<file path="src/rtl/ltpg_pkg.sv">
// shared types, constants and register codes for the load and thermal p-state governor
`timescale 1ns / 1ps

package ltpg_pkg;

	localparam int unsigned TickW     = 64;
	localparam int unsigned HalfW     = TickW / 2;
	localparam int unsigned ThrW      = 11;
	localparam int unsigned ProdW     = TickW + ThrW;
	localparam int unsigned PartW     = HalfW + ThrW;
	localparam int unsigned LoadShift = 10;
	localparam int unsigned TempW     = 7;
	localparam int unsigned RunW      = 8;
	localparam int unsigned PsW       = 3;
	localparam int unsigned CapW      = 2;
	localparam int unsigned NumThr    = 3;

	localparam int unsigned MidDepth  = 4;
	localparam int unsigned MidPtrW   = 2;
	localparam int unsigned MidCntW   = 3;
	localparam int unsigned OutDepth  = 2;
	localparam int unsigned OutCntW   = 2;

	localparam int unsigned CfgIdxW   = 3;
	localparam int unsigned CfgDataW  = 11;

	localparam logic [PsW-1:0] P_FAST   = 3'd0;
	localparam logic [PsW-1:0] P_MIDDLE = 3'd2;
	localparam logic [PsW-1:0] P_SLOW   = 3'd5;
	localparam logic [PsW-1:0] P_IDLE   = 3'd7;

	localparam logic [CapW-1:0] CAP_NONE = 2'd0;
	localparam logic [CapW-1:0] CAP_HOT  = 2'd1;
	localparam logic [CapW-1:0] CAP_CRIT = 2'd2;

	localparam logic [RunW-1:0] RUN_MAX = 8'd255;

	localparam logic [ThrW-1:0]  RST_HIGH_THR = 11'd410;
	localparam logic [ThrW-1:0]  RST_MID_THR  = 11'd205;
	localparam logic [ThrW-1:0]  RST_LOW_THR  = 11'd82;
	localparam logic [RunW-1:0]  RST_DOWN     = 8'd6;
	localparam logic [TempW-1:0] RST_HOT      = 7'd85;
	localparam logic [TempW-1:0] RST_RECOVERY = 7'd75;
	localparam logic [TempW-1:0] RST_CRIT     = 7'd90;

	typedef enum logic [CfgIdxW-1:0] {
		REG_HIGH_THR = 3'd0,
		REG_MID_THR  = 3'd1,
		REG_LOW_THR  = 3'd2,
		REG_DOWN     = 3'd3,
		REG_HOT      = 3'd4,
		REG_RECOVERY = 3'd5,
		REG_CRIT     = 3'd6
	} cfg_reg_t;

	typedef struct packed {
		logic [ThrW-1:0]  high_threshold;
		logic [ThrW-1:0]  mid_threshold;
		logic [ThrW-1:0]  low_threshold;
		logic [RunW-1:0]  down_samples;
		logic [TempW-1:0] hot_celsius;
		logic [TempW-1:0] recovery_celsius;
		logic [TempW-1:0] critical_celsius;
	} cfg_t;

	typedef struct packed {
		logic [TickW-1:0] busy_ticks;
		logic [TickW-1:0] total_ticks;
		logic             temp_valid;
		logic [TempW-1:0] temp_celsius;
	} sample_t;

	typedef struct packed {
		logic [PsW-1:0]  pstate_now;
		logic            pstate_write;
		logic            boost_active;
		logic [CapW-1:0] thermal_cap;
		logic [CapW-1:0] fastest_allowed;
		logic [PsW-1:0]  demand_state;
		logic [PsW-1:0]  raw_demand_state;
		logic [RunW-1:0] slow_run;
	} result_t;

	typedef struct packed {
		logic             prime;
		logic [PsW-1:0]   raw;
		logic             temp_valid;
		logic [TempW-1:0] temp_celsius;
	} mid_item_t;

endpackage

</file>
<file path="src/rtl/ltpg_mid_queue.sv">
// short queue between classification front end and state update back end
`timescale 1ns / 1ps

module ltpg_mid_queue (
	input  logic                                clk,
	input  logic                                arst_n,
	input  logic                                push,
	input  ltpg_pkg::mid_item_t                 push_item,
	input  logic                                pop,
	output ltpg_pkg::mid_item_t                 head,
	output logic                                empty,
	output logic [ltpg_pkg::MidCntW-1:0]        count
);

	localparam int unsigned MidPtrW = ltpg_pkg::MidPtrW;
	localparam int unsigned MidCntW = ltpg_pkg::MidCntW;

	ltpg_pkg::mid_item_t    mem_q [ltpg_pkg::MidDepth];
	logic [MidPtrW-1:0]     wr_ptr_q, rd_ptr_q;
	logic [MidCntW-1:0]     count_q;

	always_ff @(posedge clk) begin
		if (push) begin
			mem_q[wr_ptr_q] <= push_item;
		end
	end

	always_ff @(posedge clk or negedge arst_n) begin
		if (!arst_n) begin
			wr_ptr_q <= '0;
			rd_ptr_q <= '0;
			count_q  <= '0;
		end else begin
			if (push) begin
				wr_ptr_q <= wr_ptr_q + 1'b1;
			end
			if (pop) begin
				rd_ptr_q <= rd_ptr_q + 1'b1;
			end
			count_q <= count_q + MidCntW'(push) - MidCntW'(pop);
		end
	end

	assign head  = mem_q[rd_ptr_q];
	assign empty = (count_q == '0);
	assign count = count_q;

`ifndef SYNTH
	a_count_bound: assert property (@(posedge clk) disable iff (!arst_n)
		count_q <= MidCntW'(ltpg_pkg::MidDepth))
		else $error("mid queue count beyond depth");
`endif

endmodule

</file>
<file path="config.mk">
export PLATFORM = sky130hd
export DESIGN_NAME = ltpg_mid_queue
export DESIGN_NICKNAME = d
export VERILOG_FILES = /design/src/rtl/ltpg_pkg.sv /design/src/rtl/ltpg_mid_queue.sv
export SDC_FILE = /design/constraint.sdc
export NUM_CORES = 1
export LEC_CHECK = 0
export BUFFER_PORTS_ARGS = -buffer_cell sky130_fd_sc_hd__buf_2
export CAP_MARGIN = 20
export CELL_PAD_IN_SITES_DETAIL_PLACEMENT = 0
export CELL_PAD_IN_SITES_GLOBAL_PLACEMENT = 1
export CORE_MARGIN = 5
export CORE_UTILIZATION = 52
export DETAILED_ROUTE_END_ITERATION = 7
export PLACE_DENSITY = 0.88
export SLEW_MARGIN = 25
export SYNTH_ARGS = -nofsm -noshare
export SYNTH_HDL_FRONTEND = slang
export SYNTH_SLANG_ARGS = --single-unit
</file>
<file path="constraint.sdc">
create_clock -name clk -period 4.6 [get_ports clk]
set_input_delay 0.69 -clock clk [delete_from_list [all_inputs] [get_ports clk]]
set_output_delay 0.69 -clock clk [all_outputs]
set_load 0.01 [all_outputs]
</file>
After elaboration in Yosys (flattened, before gate mapping)
Memories as Yosys holds them, arrays and structs flattened.
Index checks and enable logic that the tools add are counted.
Word-level totals
  flip-flop bits (word level): 7
  memory bits (writable): 48
  input port bits: 16
  output and inout port bits: 16
  word-level logic and storage cells: 11
  memories kept: 1
Memories
  mem_q: depth 4, bits a word 12, read ports 1, clocked after memory_dff 0, wr ports 1, RTL line ltpg_mid_queue.sv:18  | ltpg_pkg::mid_item_t mem_q [ltpg_pkg::MidDepth];
Cells by class
  add/subtract/negate cells: 4
  muxes and demuxes: 2
  reduce and logical (&&, ||, !) cells: 1
Operators with widths (count)
  $add A2 B1 Y2 const B: 2
  $add A3 B1 Y3: 1
  $logic_not A3 Y1: 1
  $sub A3 B1 Y3: 1
  $mux W1: 2

Depth between registers and ports, before layout
  word-level depth: 2
  gate-level depth with buffers: 7

Least setup slack after synthesis
OpenSTA, ideal clock, no wires.
  kind: in2reg
  start: input pop
  end: register count_q[2], in the netlist count[2]
  setup time: 0.080 ns
  arrival: 1.825 ns
  slack: 2.695 ns
  stages on the path: 6
  buffers on the path: 0
  cell sequence: ha_1 -> inv_1 -> ha_1 -> fa_1 -> xnor2_1 -> xnor2_1
On the way
  word-level cells in the longest chain between the ends: 1
Ends and longest elaborated chain
  from (decl): RTL line ltpg_mid_queue.sv:9  | input logic pop,
  $sub A3 B1 Y3: RTL line ltpg_mid_queue.sv:40  | count_q <= count_q + MidCntW'(push) - MidCntW'(pop);
  to (signal assigned): RTL line ltpg_mid_queue.sv:40
  to (decl): RTL line ltpg_mid_queue.sv:20  | logic [MidCntW-1:0] count_q;
No other way between the ends.
A chain may end at the register's enable or synchronous reset.

==> impl_metrics.csv <==
group,metric,value,unit
placed_design,place_worst_setup_slack,2205,ps
floorplan,start_util,53.55,%
critical_path,cpPeakStageDelay,870,ps
power_and_ir_drop,vdd_ir_drop_max,0.4932,mV
timing,final.setup_skew,3.244,ps
clock_tree,cts_setup_buffers,0,
routing,first_pass_iters,4,
power_and_ir_drop,leakage,0.0009201,uW
critical_path,type_of_destination_of_the_critical_path,"output pin",
routing,remaining_drc_errors,0,
yosys,yosys.area.top_type_share,67.29,%
floorplan,floorplan.core_area,4000,um^2
critical_path,setup.worst_path.start_class,"flip-flop",
status,run_status,"finished, final reports clean",
floorplan,fp.dieArea,5503,um^2
clock_tree,cts.clk_slew.worst_paths,90,ps
placed_design,place.port_buffers,31,
timing,final-hold-violation-count,0,
final_layout,nets,154,
yosys,synth_area_leader_cell,"sky130_fd_sc_hd__edfxtp_1",
critical_path,crit_path_max_fanout,14,
clock_tree,ctsLongestPathBuffers,2,
yosys,synthesis.nets,119,
timing,rsz0062_at_grt,"no",
clock_tree,clock_tree.root_cell,"sky130_fd_sc_hd__clkbuf_8",
routing,route.antenna.remaining_nets,0,
power_and_ir_drop,powerDensity,618.8,nW/um^2
routing,drt_wirelength,3255,um
yosys,syn-instance-count,96,
placed_design,post-dp-hpwl,2200,um
yosys,mappedNetlistArea,2142,um^2
yosys,synth_warnings,0,
yosys,synth_sequential_area_ratio,75.47,%
clock_tree,htree_levels,2,
critical_path,r2r-start,"count[0]$_DFF_PN0_",
timing,finalWorstPathRequiredPeriod,2663,ps
yosys,number_of_unique_standard_cell_types_used_by_synthesis,16,
final_layout,area_delta_synth_final,14.66,%
critical_path,critical_path.startpoint,"rd_ptr_q[0]$_DFFE_PN0P_",
yosys,largest_cells_by_area_after_synthesis,"sky130_fd_sc_hd__edfxtp_1 67%, sky130_fd_sc_hd__mux4_2 8.4%, sky130_fd_sc_hd__dfrtp_1 8.2%, sky130_fd_sc_hd__mux4_1 4.9%, sky130_fd_sc_hd__ha_1 3.5%",
grt,grt_start_max_net_pins,17,
yosys,postSynthAreaPerCell,22.31,um^2
routing,wire_per_inst,17.88,um
floorplan,boundaryPins,32,
routing,vias,956,
timing,final-max-slew-violation-count,0,
clock_tree,cts_num_sinks,55,
critical_path,critical_path.slowest_cell,"sky130_fd_sc_hd__dfrtp_1",
floorplan,die_y,74.18,um
final_layout,final.fill_count,282,
grt,grt_total_usage,13.91,%
clock_tree,number_of_buffers_added_by_the_clock_tree_synthesis_step,5,
job,cap_viol_max_count,0,
critical_path,crit_path_cell_trace,"mux4_1 > buf_2",
clock_tree,postCtsHoldBufs,0,
final_layout,layout-drive-gt1-share,34.85,%
timing,totalNegativeSetupSlack,0,ps
clock_tree,tritoncts_clock_tree,"done",
critical_path,critPathRequiredTime,3910,ps
critical_path,cp.arrival,1970,ps
grt,antenna_found_initial,0,
grt,grt_pass1_vias,1016,
clock_tree,cts_resized,0,
final_layout,antenna_cells,0,
routing,first_iter_violations,59,
timing,post_route_setup_slack,1937,ps
yosys,yosys_register_bits,55,
hold_path,holdCritPathClass,"primary input to asynchronous set/reset pin",
clock_tree,clkLatencyLatePin,300,ps
timing,final_min_period_over_clock_period,57.89,%
timing,slew-limit-headroom,46.52,%
grt,wire_length_of_the_first_global_routing_pass,5292,um
floorplan,placement_rows,23,
timing,max_clock_freq,0.3755,GHz
routing,vias_per_cell,5.253,
placed_design,gp_congestion,0.7188,
floorplan,die_w,74.18,um
timing,max_slew.worst_pin.slew,802.2,ps
critical_path,kind_of_critical_path,"flip-flop to output pin",
grt,globalRoute.totalOverflow,0,
timing,setup-violations-final,0,
## worst max-delay path, delay by kind of cell, from the launching register on
kind                   cells  cell delay, ps
DFF                        1             870
muxes                      1             650
buffers and inverters      1             160
## cells in the final DEF, fill, tap and decap left out
cell type	instances
sky130_fd_sc_hd__mux4_1	4
sky130_fd_sc_hd__nand2_1	2
sky130_fd_sc_hd__xnor2_1	3
sky130_fd_sc_hd__nor3_1	1
sky130_fd_sc_hd__fa_1	1
sky130_fd_sc_hd__xor2_1	2
sky130_fd_sc_hd__and2_1	4
sky130_fd_sc_hd__inv_1	6
sky130_fd_sc_hd__dfrtp_1	7
sky130_fd_sc_hd__mux4_2	8
sky130_fd_sc_hd__clkbuf_8	5
sky130_fd_sc_hd__o21ai_0	1
sky130_fd_sc_hd__clkbuf_1	1
sky130_fd_sc_hd__bufinv_16	2
sky130_fd_sc_hd__ha_1	6
sky130_fd_sc_hd__edfxtp_1	48
sky130_fd_sc_hd__buf_2	31
## report_power, final
group,total (uW),switching [uW],leakage [uW],internal [uW]
Clock,357,140,0.0000654,217
Combinational,405,192,0.000332,213
Sequential,758,93.9,0.000523,664
Total,1520,426,0.000920,1090
## state kept, by name, indices dropped and copies added (netlist names)
| name | count |
|---|---|
| mem_q | 48 |
| count | 3 |
| rd_ptr_q | 2 |
| wr_ptr_q | 2 |
## kinds of logic (layout without fill, tap and decap cells)
logic type,after synthesis,after routing,share of synthesized area [%]
compound gates,1,1,0.2334
xor+xnor,5,5,2.045
fa+ha+maj,7,7,4.439
buf+inv,9,45,2.745
flops,55,55,75.47
mux,12,12,13.32
simple gates,7,7,1.752
## per-layer routing
layer / global-route usage, % / routed length, um / vias to the layer above
met1: 16.91 / 1196 / 485
li1: - / - / 447
met3: 5.270 / 188 / 5
met4: 4.829 / 46 / 0
met2: 22.93 / 1824 / 19
met5: 0 / 0 / -
## path summary, 6_finish.rpt
check	to	slack, ps	cells after the start
worst max-delay path	head[1]	1940	2
worst min-delay path	count[2]$_DFF_PN0_	210	1
min in group clk	wr_ptr_q[0]$_DFFE_PN0P_	540	1
worst min register to register	wr_ptr_q[0]$_DFFE_PN0P_	540	1
max in group asynchronous	rd_ptr_q[0]$_DFFE_PN0P_	4230	1
worst max register to register	count[2]$_DFF_PN0_	2870	7
## area by class of cell
cell class / count / area (um^2) / share of cell area (%)
multi-input combinational: 32 / 466.7 / 19.00
tap: 50 / 62.56 / 2.547
clock buffer: 6 / 72.57 / 2.955
timing repair buffer: 31 / 155.1 / 6.317
inverter: 6 / 22.52 / 0.9170
sequential: 55 / 1617 / 65.82
clock inverter: 2 / 60.06 / 2.445
## synthesized netlist by cell type
library cell,instances
sky130_fd_sc_hd__o21ai_0,1
sky130_fd_sc_hd__xor2_1,2
sky130_fd_sc_hd__nand2_1,2
sky130_fd_sc_hd__buf_2,1
sky130_fd_sc_hd__mux4_2,8
sky130_fd_sc_hd__buf_12,1
sky130_fd_sc_hd__buf_6,1
sky130_fd_sc_hd__edfxtp_1,48
sky130_fd_sc_hd__dfrtp_1,7
sky130_fd_sc_hd__fa_1,1
sky130_fd_sc_hd__mux4_1,4
sky130_fd_sc_hd__nor3_1,1
sky130_fd_sc_hd__inv_1,6
sky130_fd_sc_hd__ha_1,6
sky130_fd_sc_hd__xnor2_1,3
sky130_fd_sc_hd__and2_1,4
## stage by stage
stage | std cells | hold slack, ps | utilization, % | area, um^2 | power (uW)
2_1_floorplan | 96 | 394.4 | - | 2142 | 1054
3_3_place_gp | 174 | 508.5 | 58.09 | 2323 | 1164
3_5_place_dp | 174 | 534.3 | 58.09 | 2323 | 1191
4_1_cts | 182 | 204.9 | 61.40 | 2456 | 1544
5_1_grt | 182 | 198.1 | 61.40 | 2456 | 1614
6_report | 182 | 210.6 | 61.40 | 2456 | 1520
Note: power is estimated with default switching activity, not from simulation.
