==> src/rtl/ltpg_pkg.sv <==
// shared types, constants and register codes for the load and thermal p-state governor
`timescale 1ns / 1ps

package ltpg_pkg;

	localparam int unsigned TickW     = 64;
	localparam int unsigned HalfW     = TickW / 2;
	localparam int unsigned ThrW      = 11;
	localparam int unsigned ProdW     = TickW + ThrW;
	localparam int unsigned PartW     = HalfW + ThrW;
	localparam int unsigned LoadShift = 10;
	localparam int unsigned TempW     = 7;
	localparam int unsigned RunW      = 8;
	localparam int unsigned PsW       = 3;
	localparam int unsigned CapW      = 2;
	localparam int unsigned NumThr    = 3;

	localparam int unsigned MidDepth  = 4;
	localparam int unsigned MidPtrW   = 2;
	localparam int unsigned MidCntW   = 3;
	localparam int unsigned OutDepth  = 2;
	localparam int unsigned OutCntW   = 2;

	localparam int unsigned CfgIdxW   = 3;
	localparam int unsigned CfgDataW  = 11;

	localparam logic [PsW-1:0] P_FAST   = 3'd0;
	localparam logic [PsW-1:0] P_MIDDLE = 3'd2;
	localparam logic [PsW-1:0] P_SLOW   = 3'd5;
	localparam logic [PsW-1:0] P_IDLE   = 3'd7;

	localparam logic [CapW-1:0] CAP_NONE = 2'd0;
	localparam logic [CapW-1:0] CAP_HOT  = 2'd1;
	localparam logic [CapW-1:0] CAP_CRIT = 2'd2;

	localparam logic [RunW-1:0] RUN_MAX = 8'd255;

	localparam logic [ThrW-1:0]  RST_HIGH_THR = 11'd410;
	localparam logic [ThrW-1:0]  RST_MID_THR  = 11'd205;
	localparam logic [ThrW-1:0]  RST_LOW_THR  = 11'd82;
	localparam logic [RunW-1:0]  RST_DOWN     = 8'd6;
	localparam logic [TempW-1:0] RST_HOT      = 7'd85;
	localparam logic [TempW-1:0] RST_RECOVERY = 7'd75;
	localparam logic [TempW-1:0] RST_CRIT     = 7'd90;

	typedef enum logic [CfgIdxW-1:0] {
		REG_HIGH_THR = 3'd0,
		REG_MID_THR  = 3'd1,
		REG_LOW_THR  = 3'd2,
		REG_DOWN     = 3'd3,
		REG_HOT      = 3'd4,
		REG_RECOVERY = 3'd5,
		REG_CRIT     = 3'd6
	} cfg_reg_t;

	typedef struct packed {
		logic [ThrW-1:0]  high_threshold;
		logic [ThrW-1:0]  mid_threshold;
		logic [ThrW-1:0]  low_threshold;
		logic [RunW-1:0]  down_samples;
		logic [TempW-1:0] hot_celsius;
		logic [TempW-1:0] recovery_celsius;
		logic [TempW-1:0] critical_celsius;
	} cfg_t;

	typedef struct packed {
		logic [TickW-1:0] busy_ticks;
		logic [TickW-1:0] total_ticks;
		logic             temp_valid;
		logic [TempW-1:0] temp_celsius;
	} sample_t;

	typedef struct packed {
		logic [PsW-1:0]  pstate_now;
		logic            pstate_write;
		logic            boost_active;
		logic [CapW-1:0] thermal_cap;
		logic [CapW-1:0] fastest_allowed;
		logic [PsW-1:0]  demand_state;
		logic [PsW-1:0]  raw_demand_state;
		logic [RunW-1:0] slow_run;
	} result_t;

	typedef struct packed {
		logic             prime;
		logic [PsW-1:0]   raw;
		logic             temp_valid;
		logic [TempW-1:0] temp_celsius;
	} mid_item_t;

endpackage

==> src/rtl/ltpg_back.sv <==
// back end: thermal cap, ramp policy, boost flag and result buffer
`timescale 1ns / 1ps

module ltpg_back (
	input  logic                 clk,
	input  logic                 arst_n,
	input  ltpg_pkg::cfg_t       cfg,
	input  logic                 mid_empty,
	input  ltpg_pkg::mid_item_t  mid_head,
	output logic                 mid_pop,
	input  logic                 pop,
	output logic                 empty,
	output ltpg_pkg::result_t    result
);

	localparam int unsigned PsW     = ltpg_pkg::PsW;
	localparam int unsigned CapW    = ltpg_pkg::CapW;
	localparam int unsigned RunW    = ltpg_pkg::RunW;
	localparam int unsigned OutCntW = ltpg_pkg::OutCntW;

	logic [PsW-1:0]  cur_q;
	logic [RunW-1:0] run_q;
	logic [CapW-1:0] lvl_q;
	logic            boost_q;

	ltpg_pkg::result_t obuf_q [ltpg_pkg::OutDepth];
	logic              owr_q, ord_q;
	logic [OutCntW-1:0] ocnt_q;

	logic              out_pop;
	logic [CapW-1:0]   lvl_n;
	logic [PsW-1:0]    demand, tgt;
	logic [RunW-1:0]   run_inc, run_n;
	logic              boost_n;
	ltpg_pkg::result_t res;

	assign out_pop = pop && (ocnt_q != '0);
	assign mid_pop = !mid_empty && ((ocnt_q != OutCntW'(ltpg_pkg::OutDepth)) || out_pop);

	always_comb begin
		lvl_n = lvl_q;
		if (mid_head.temp_valid) begin
			priority if (mid_head.temp_celsius >= cfg.critical_celsius) begin
				lvl_n = ltpg_pkg::CAP_CRIT;
			end else if (mid_head.temp_celsius >= cfg.hot_celsius) begin
				lvl_n = ltpg_pkg::CAP_HOT;
			end else if (mid_head.temp_celsius < cfg.recovery_celsius) begin
				lvl_n = ltpg_pkg::CAP_NONE;
			end
		end

		demand  = (mid_head.raw < {1'b0, lvl_n}) ? {1'b0, lvl_n} : mid_head.raw;
		run_inc = (run_q == ltpg_pkg::RUN_MAX) ? run_q : run_q + 1'b1;

		priority if (demand < cur_q) begin
			tgt   = demand;
			run_n = '0;
		end else if (demand > cur_q) begin
			if (run_inc >= cfg.down_samples) begin
				tgt   = ((cur_q + 1'b1) > demand) ? demand : cur_q + 1'b1;
				run_n = '0;
			end else begin
				tgt   = cur_q;
				run_n = run_inc;
			end
		end else begin
			tgt   = cur_q;
			run_n = '0;
		end

		boost_n = (demand == ltpg_pkg::P_FAST) && (lvl_n == ltpg_pkg::CAP_NONE);

		if (mid_head.prime) begin
			res.pstate_now       = cur_q;
			res.pstate_write     = 1'b0;
			res.boost_active     = boost_q;
			res.thermal_cap      = lvl_q;
			res.fastest_allowed  = lvl_q;
			res.demand_state     = ltpg_pkg::P_FAST;
			res.raw_demand_state = ltpg_pkg::P_FAST;
			res.slow_run         = run_q;
		end else begin
			res.pstate_now       = tgt;
			res.pstate_write     = (tgt != cur_q);
			res.boost_active     = boost_n;
			res.thermal_cap      = lvl_n;
			res.fastest_allowed  = lvl_n;
			res.demand_state     = demand;
			res.raw_demand_state = mid_head.raw;
			res.slow_run         = run_n;
		end
	end

	// governor state
	always_ff @(posedge clk or negedge arst_n) begin
		if (!arst_n) begin
			cur_q   <= ltpg_pkg::P_FAST;
			run_q   <= '0;
			lvl_q   <= ltpg_pkg::CAP_NONE;
			boost_q <= 1'b0;
		end else if (mid_pop && !mid_head.prime) begin
			cur_q   <= tgt;
			run_q   <= run_n;
			lvl_q   <= lvl_n;
			boost_q <= boost_n;
		end
	end

	// result buffer
	always_ff @(posedge clk) begin
		if (mid_pop) begin
			obuf_q[owr_q] <= res;
		end
	end

	always_ff @(posedge clk or negedge arst_n) begin
		if (!arst_n) begin
			owr_q  <= 1'b0;
			ord_q  <= 1'b0;
			ocnt_q <= '0;
		end else begin
			if (mid_pop) begin
				owr_q <= !owr_q;
			end
			if (out_pop) begin
				ord_q <= !ord_q;
			end
			ocnt_q <= ocnt_q + OutCntW'(mid_pop) - OutCntW'(out_pop);
		end
	end

	assign empty  = (ocnt_q == '0);
	assign result = obuf_q[ord_q];

`ifndef SYNTH
	a_write_matches_change: assert property (@(posedge clk) disable iff (!arst_n)
		mid_pop |=> ((cur_q != $past(cur_q)) == $past(res.pstate_write)))
		else $error("p-state change disagrees with write flag");

	a_demand_obeys_cap: assert property (@(posedge clk) disable iff (!arst_n)
		!empty |-> (result.demand_state >= {1'b0, result.fastest_allowed}))
		else $error("demand faster than thermal cap allows");

	a_out_bound: assert property (@(posedge clk) disable iff (!arst_n)
		ocnt_q <= OutCntW'(ltpg_pkg::OutDepth))
		else $error("result buffer count beyond depth");
`endif

endmodule

==> config.mk <==
export PLATFORM = sky130hd
export DESIGN_NAME = ltpg_back
export DESIGN_NICKNAME = d
export VERILOG_FILES = /design/src/rtl/ltpg_pkg.sv /design/src/rtl/ltpg_back.sv
export SDC_FILE = /design/constraint.sdc
export NUM_CORES = 1
export LEC_CHECK = 0
export ABC_AREA = 1
export BUFFER_PORTS_ARGS = -buffer_cell sky130_fd_sc_hd__buf_4
export CORE_UTILIZATION = 55
export CTS_BUF_LIST = sky130_fd_sc_hd__clkbuf_4
export DETAILED_ROUTE_END_ITERATION = 10
export GPL_ROUTABILITY_DRIVEN = 0
export GPL_TIMING_DRIVEN = 1
export PLACE_DENSITY_LB_ADDON = 0.08
export SKIP_LAST_GASP = 1
export SLEW_MARGIN = 15
export SYNTH_ARGS = -nofsm -noshare
export SYNTH_HDL_FRONTEND = slang
export SYNTH_SLANG_ARGS = --single-unit
==> constraint.sdc <==
create_clock -name clk -period 3.75 [get_ports clk]
set_clock_uncertainty 0.2 [all_clocks]
set_input_delay 0.5625 -clock clk [delete_from_list [all_inputs] [get_ports clk]]
set_output_delay 0.5625 -clock clk [all_outputs]
set_load 0.05 [all_outputs]
=== Word level (Yosys, flattened, before mapping) ===
Memory sizes are Yosys's and may differ from the RTL's.
Cells that the tools add are included.

* Flip-flop bits (word level): 18
* RAM bits: 46
* Bits of input ports: 78
* Word-level logic and storage cells: 52
* Memories: 1

{| class="wikitable"
|+ Memories
! memory !! depth !! bits a word !! rd ports !! clocked after Yosys merged registers in !! wr ports !! RTL line !! text
|-
| obuf_q || 2 || 23 || 1 || 0 || 1 || ltpg_back.sv:26 || <nowiki>ltpg_pkg::result_t obuf_q [ltpg_pkg::OutDepth];</nowiki>
|}

* $add $sub $neg: 4
* Reduce and logical (&&, ||, !) cells: 13
* Magnitude comparators: 8
* Mux-type cells: 16
* Equal/unequal tests: 3

{| class="wikitable"
|+ Operator list
! operator !! count
|-
| 8-bit two-way mux || 4
|-
| 23-bit two-way mux || 1
|-
| 3-bit two-way mux || 5
|-
| 7-bit >= comparator || 2
|-
| 8-bit by 1-bit adder with 8-bit output (second input constant) || 1
|-
| 8-bit equality test (second input constant) || 1
|-
| 8-bit >= comparator || 1
|-
| 2-bit two-way mux || 4
|-
| 7-bit < comparator || 1
|-
| 3-bit > comparator || 2
|-
| 1-bit logical AND || 4
|-
| 1-bit logical NOT || 4
|-
| 2-bit logical NOT || 2
|-
| 3-bit by 1-bit adder with 3-bit output (second input constant) || 1
|-
| 3-bit logical NOT || 1
|-
| 3-bit by 2-bit < comparator with 1-bit output || 1
|-
| 3-bit < comparator || 1
|-
| 3-bit inequality test || 1
|-
| 2-bit by 1-bit adder with 2-bit output || 1
|-
| 1-bit two-way mux || 2
|-
| 2-bit inequality test (second input constant) || 1
|-
| 2-bit nonzero test || 1
|-
| 2-bit by 1-bit subtractor with 2-bit output || 1
|-
| 1-bit logical OR || 1
|}

=== Longest topological paths before layout ===
* Word-level depth: 14
* Depth in mapped cells: 30
* Gate-level depth less buffers: 30

=== Worst setup path before layout ===
No wires, ideal clock.

* Kind: input to register
* Start point: input port cfg[20] in the netlist's numbering
* End point: memory obuf_q[0][19] in the netlist's numbering, data pin
* Library setup time: 0.270 ns
* Stages on the path: 28
* Path slack: -0.081 ns
* Arrival: 3.361 ns
* Cell sequence: inv_1 > ha_1 > nand2_1 > inv_2 > a21oi_1 > nand3_1 > nand2_1 > nand3_1 > nand2_1 > inv_1 > ha_1 > nand2_2 > nand2_2 > nand2_2 > nand2_2 > ha_1 > nand2_1 > nor2_1 > nor3b_4 > nor2_2 > o2111ai_1 > nand3_1 > nand2_1 > nand2_1 > inv_1 > nand3_1 > nor2_1 > nor2_1

{| class="wikitable"
|+ RTL lines
! element !! RTL line !! text
|-
| start, declared || ltpg_back.sv:7 || <nowiki>input ltpg_pkg::cfg_t cfg,</nowiki>
|-
| end, declared || ltpg_back.sv:26 ||
|}

==> summary.txt <==
Run status
  • Status: finished with violations
  • Failing checks: design-rule violations

Worst setup path
  • R2R cell count: 15
  • Startpoint Class: input pin
  • Bufs and invs on worst path: 4
  • Levels on crit path: 26
  • CP dominant cell by count: nand2_2
  • Slowest cell on crit path: ha_1
  • Crit Path Max Fanout: 3
  • Crit path DAT: 3.57 ns
  • Reg2reg start: run_q[3]$_DFFE_PN0P_
  • CP top delay family: simple AND/OR/NAND/NOR gates
  • Worst path max stage delay: 0.29 ns
  • CP endpoint kind: flip-flop
  • CP Launch Point: mid_head[6]
  • Critical path type: input pin to flip-flop
  • CP Data Required Time: approximately 3.7 ns

Detailed routing
  • Via density: 5.07
  • Drt pass-1 iters: 7
  • Detailed Route WL: 7.98 mm
  • Final ANT Viol Nets: 0
  • DRC Markers: 5
  • Starting DRT DRC Count: around 140
  • Wire per inst: between 10 and 15 um
  • Via count: 3240

Run
  • Maxcap violations: 0

Floorplanning
  • Core ar.: 6490 sq um
  • Die X: 84.8 um
  • DIE HEIGHT: 84.8 um
  • Row count: 29
  • Die Area: 7190 sq um
  • Starting Density: 58.0%
  • Top Ports: slightly above 100

CTS
  • Max clock buf depth: 2
  • Num CTS Buffers: 9
  • Clock transition at path regs: about 0.090 ns
  • Clock sink count: 58
  • H-tree Lvls: 3
  • CTS tree: yes
  • Clock Latency Late Sink: approximately 0.40 ns
  • Clk root buf: clkbuf_4

Worst hold path
  • Hold Crit Start: boost_q$_DFFE_PN0P_
  • Hold Crit Depth: 2
  • Hold WC Path Type: flip-flop to flip-flop

STA
  • WHS: a little over 0.3 ns
  • Minimum clock period: 3.63 ns
  • Slew of the pin with the lowest slew margin: 0.725 ns
  • Slew headroom: 51.6%
  • Final setup viols: 0
  • Period utilization: between 90% and 100%
  • Slew Limit Fails: 0
  • Total negative slack: 0 ns
  • Achievable Freq: 0.276 GHz
  • Final Hold Viols: 0

Yosys
  • Synth area leader: edfxtp_1
  • Post-synthesis cell area: 3770 sq um
  • Post-Synthesis Cells: 456
  • Syn avg cell area: 8.27 sq um
  • Post-synth EDFFs: 40
  • #FFs+latches synth: 58
  • YS warnings: 0
  • Most frequent cell after synthesis: nand2_1
  • Sequential area share after synthesis: between 40% and 50%
  • Synth Net Count: 573
  • Synth top area share: 31.9%
  • Synth top cells by count: nand2_1 (146), inv_1 (60), edfxtp_1 (40)
  • Primary FF master, synth: edfxtp_1
  • Yosys cell types: 30
  • Synth async-reset ratio: 31.0%
  • Leading post-synthesis cells by cell area: edfxtp_1 (32%), nand2_1 (15%), ha_1 (13%), dfrtp_1 (12%), inv_1 (6.0%)

Cells and area
  • # nets final: 674
  • Finished Layout Cells: 639
  • Share of cells above drive strength 1: 32.7%
  • Synth-to-layout area growth: 33.2%
  • ANT cells: 0
  • Finished Cell Area: 5020 sq um

Power and ir drop
  • Peak VDD IR: around 0.00035 V
  • P per Cell Area: a little over 700 nW/um^2
  • Leak Pwr: 0.00246 uW

Place
  • Dpl cells: 618
  • Buffers on Ports: 69
  • Placed Area: 4660 sq um
  • DP Wirelength: 6.07 mm

Global routing
  • Initial antenna violation count: 0
  • Gr ovfl total: 0
  • Vias in the first global route: 3102
  • Largest net degree at the start of global routing: 36
  • GRT Overall Usage: about a quarter
  • Global-route wire length before repair: 13.3 mm
## report_power, final
part	switching (uW)	internal [uW]
logic	1330	733
registers	89.1	897
clock network	224	274
## final timing paths
| check | endpoint | slack, ns |
|---|---|---|
| worst max-delay path | obuf_q[1][19]$_DFFE_PP_ | 0.12 |
| worst min-delay path | boost_q$_DFFE_PN0P_ | 0.30 |
| worst max register to register | obuf_q[1][0]$_DFFE_PP_ | 0.24 |
| worst min register to register | boost_q$_DFFE_PN0P_ | 0.30 |
| max in group asynchronous | lvl_q[1]$_DFFE_PN0P_ | 2.77 |
| min in group asynchronous | run_q[5]$_DFFE_PN0P_ | 0.37 |
## metrics by stage
| step | util (%) | power (uW) | setup slack (ns) |
|---|---|---|---|
| floorplan | - | 2330 | 0.0334 |
| global placement | 71.7 | 2890 | -0.307 |
| detailed placement | 71.7 | 2960 | -0.354 |
| CTS | 74.3 | 3460 | 0.0664 |
| global route | 77.3 | 3780 | -0.100 |
| finish | 77.3 | 3550 | 0.122 |
## area by class of cell
| type | count | area, sq um |
|---|---|---|
| fill | 446 | 1480 |
| timing repair buffer | 103 | 776 |
| clock inverter | 6 | 81.3 |
| clock buffer | 10 | 75.1 |
| inverter | 66 | 248 |
| tap | 77 | 96.3 |
| multi-input combinational | 319 | 2090 |
| sequential | 58 | 1650 |
## worst register-to-register path, delay by kind of cell, from the launching register on
kind / cells / cell delay, ns
simple gates: 8 / 1.20
compound gates: 3 / 0.59
flops: 1 / 0.44
buf+inv: 2 / 0.34
fa+ha+maj: 1 / 0.30
xor+xnor: 1 / 0.23
## cells in the final DEF, fill, tap and decap left out, drive strengths merged
master,count
a21o,1
a21oi,13
a32oi,1
buf,102
bufinv,2
clkbuf,10
clkinv,4
dfrtp,18
dlygate4sd3,1
edfxtp,40
ha,39
inv,66
nand2,155
nand3,24
nand3b,3
nand4,4
nor2,31
nor3,3
nor3b,1
nor4,2
o2111ai,1
o21a,1
o21ai,30
xnor2,5
xor2,5
## sequential cells by signal (all words and copies together) (netlist names)
signal	flops
cur_q	3
owr_q	1
boost_q	1
obuf_q	40
ord_q	1
ocnt_q	2
lvl_q	2
run_q	8
## layer usage
| layer | global-route usage [%] | up-vias | part of all wire (%) |
|---|---|---|---|
| met2 | 42.1 | 88 | 51 |
| met1 | 27.9 | 1457 | 43 |
| met5 | 0 | - | 0 |
| met4 | 9.09 | 0 | 1.9 |
| li1 | - | 1683 | - |
| met3 | 4.92 | 12 | 4.9 |
## timing repair
item	CTS	global route
hold buffers	1	0
gates resized for setup	0	28
endpoints found under the hold margin	18	0
setup buffers	0	4
endpoints found under the setup margin	0	20
## cell families (layout without fill, tap and decap cells)
group / count (synthesis) / count (layout) / synth area share [%]
buffers and inverters: 79 / 185 / 8.16
AO/OA/AOI/OAI: 47 / 47 / 6.67
AND/OR/NAND/NOR: 223 / 223 / 26.1
XOR/XNOR: 10 / 10 / 2.32
adder cells (fa/ha/maj): 39 / 39 / 12.9
flip-flops: 58 / 58 / 43.8
Note: power is estimated with default switching activity, not from simulation.
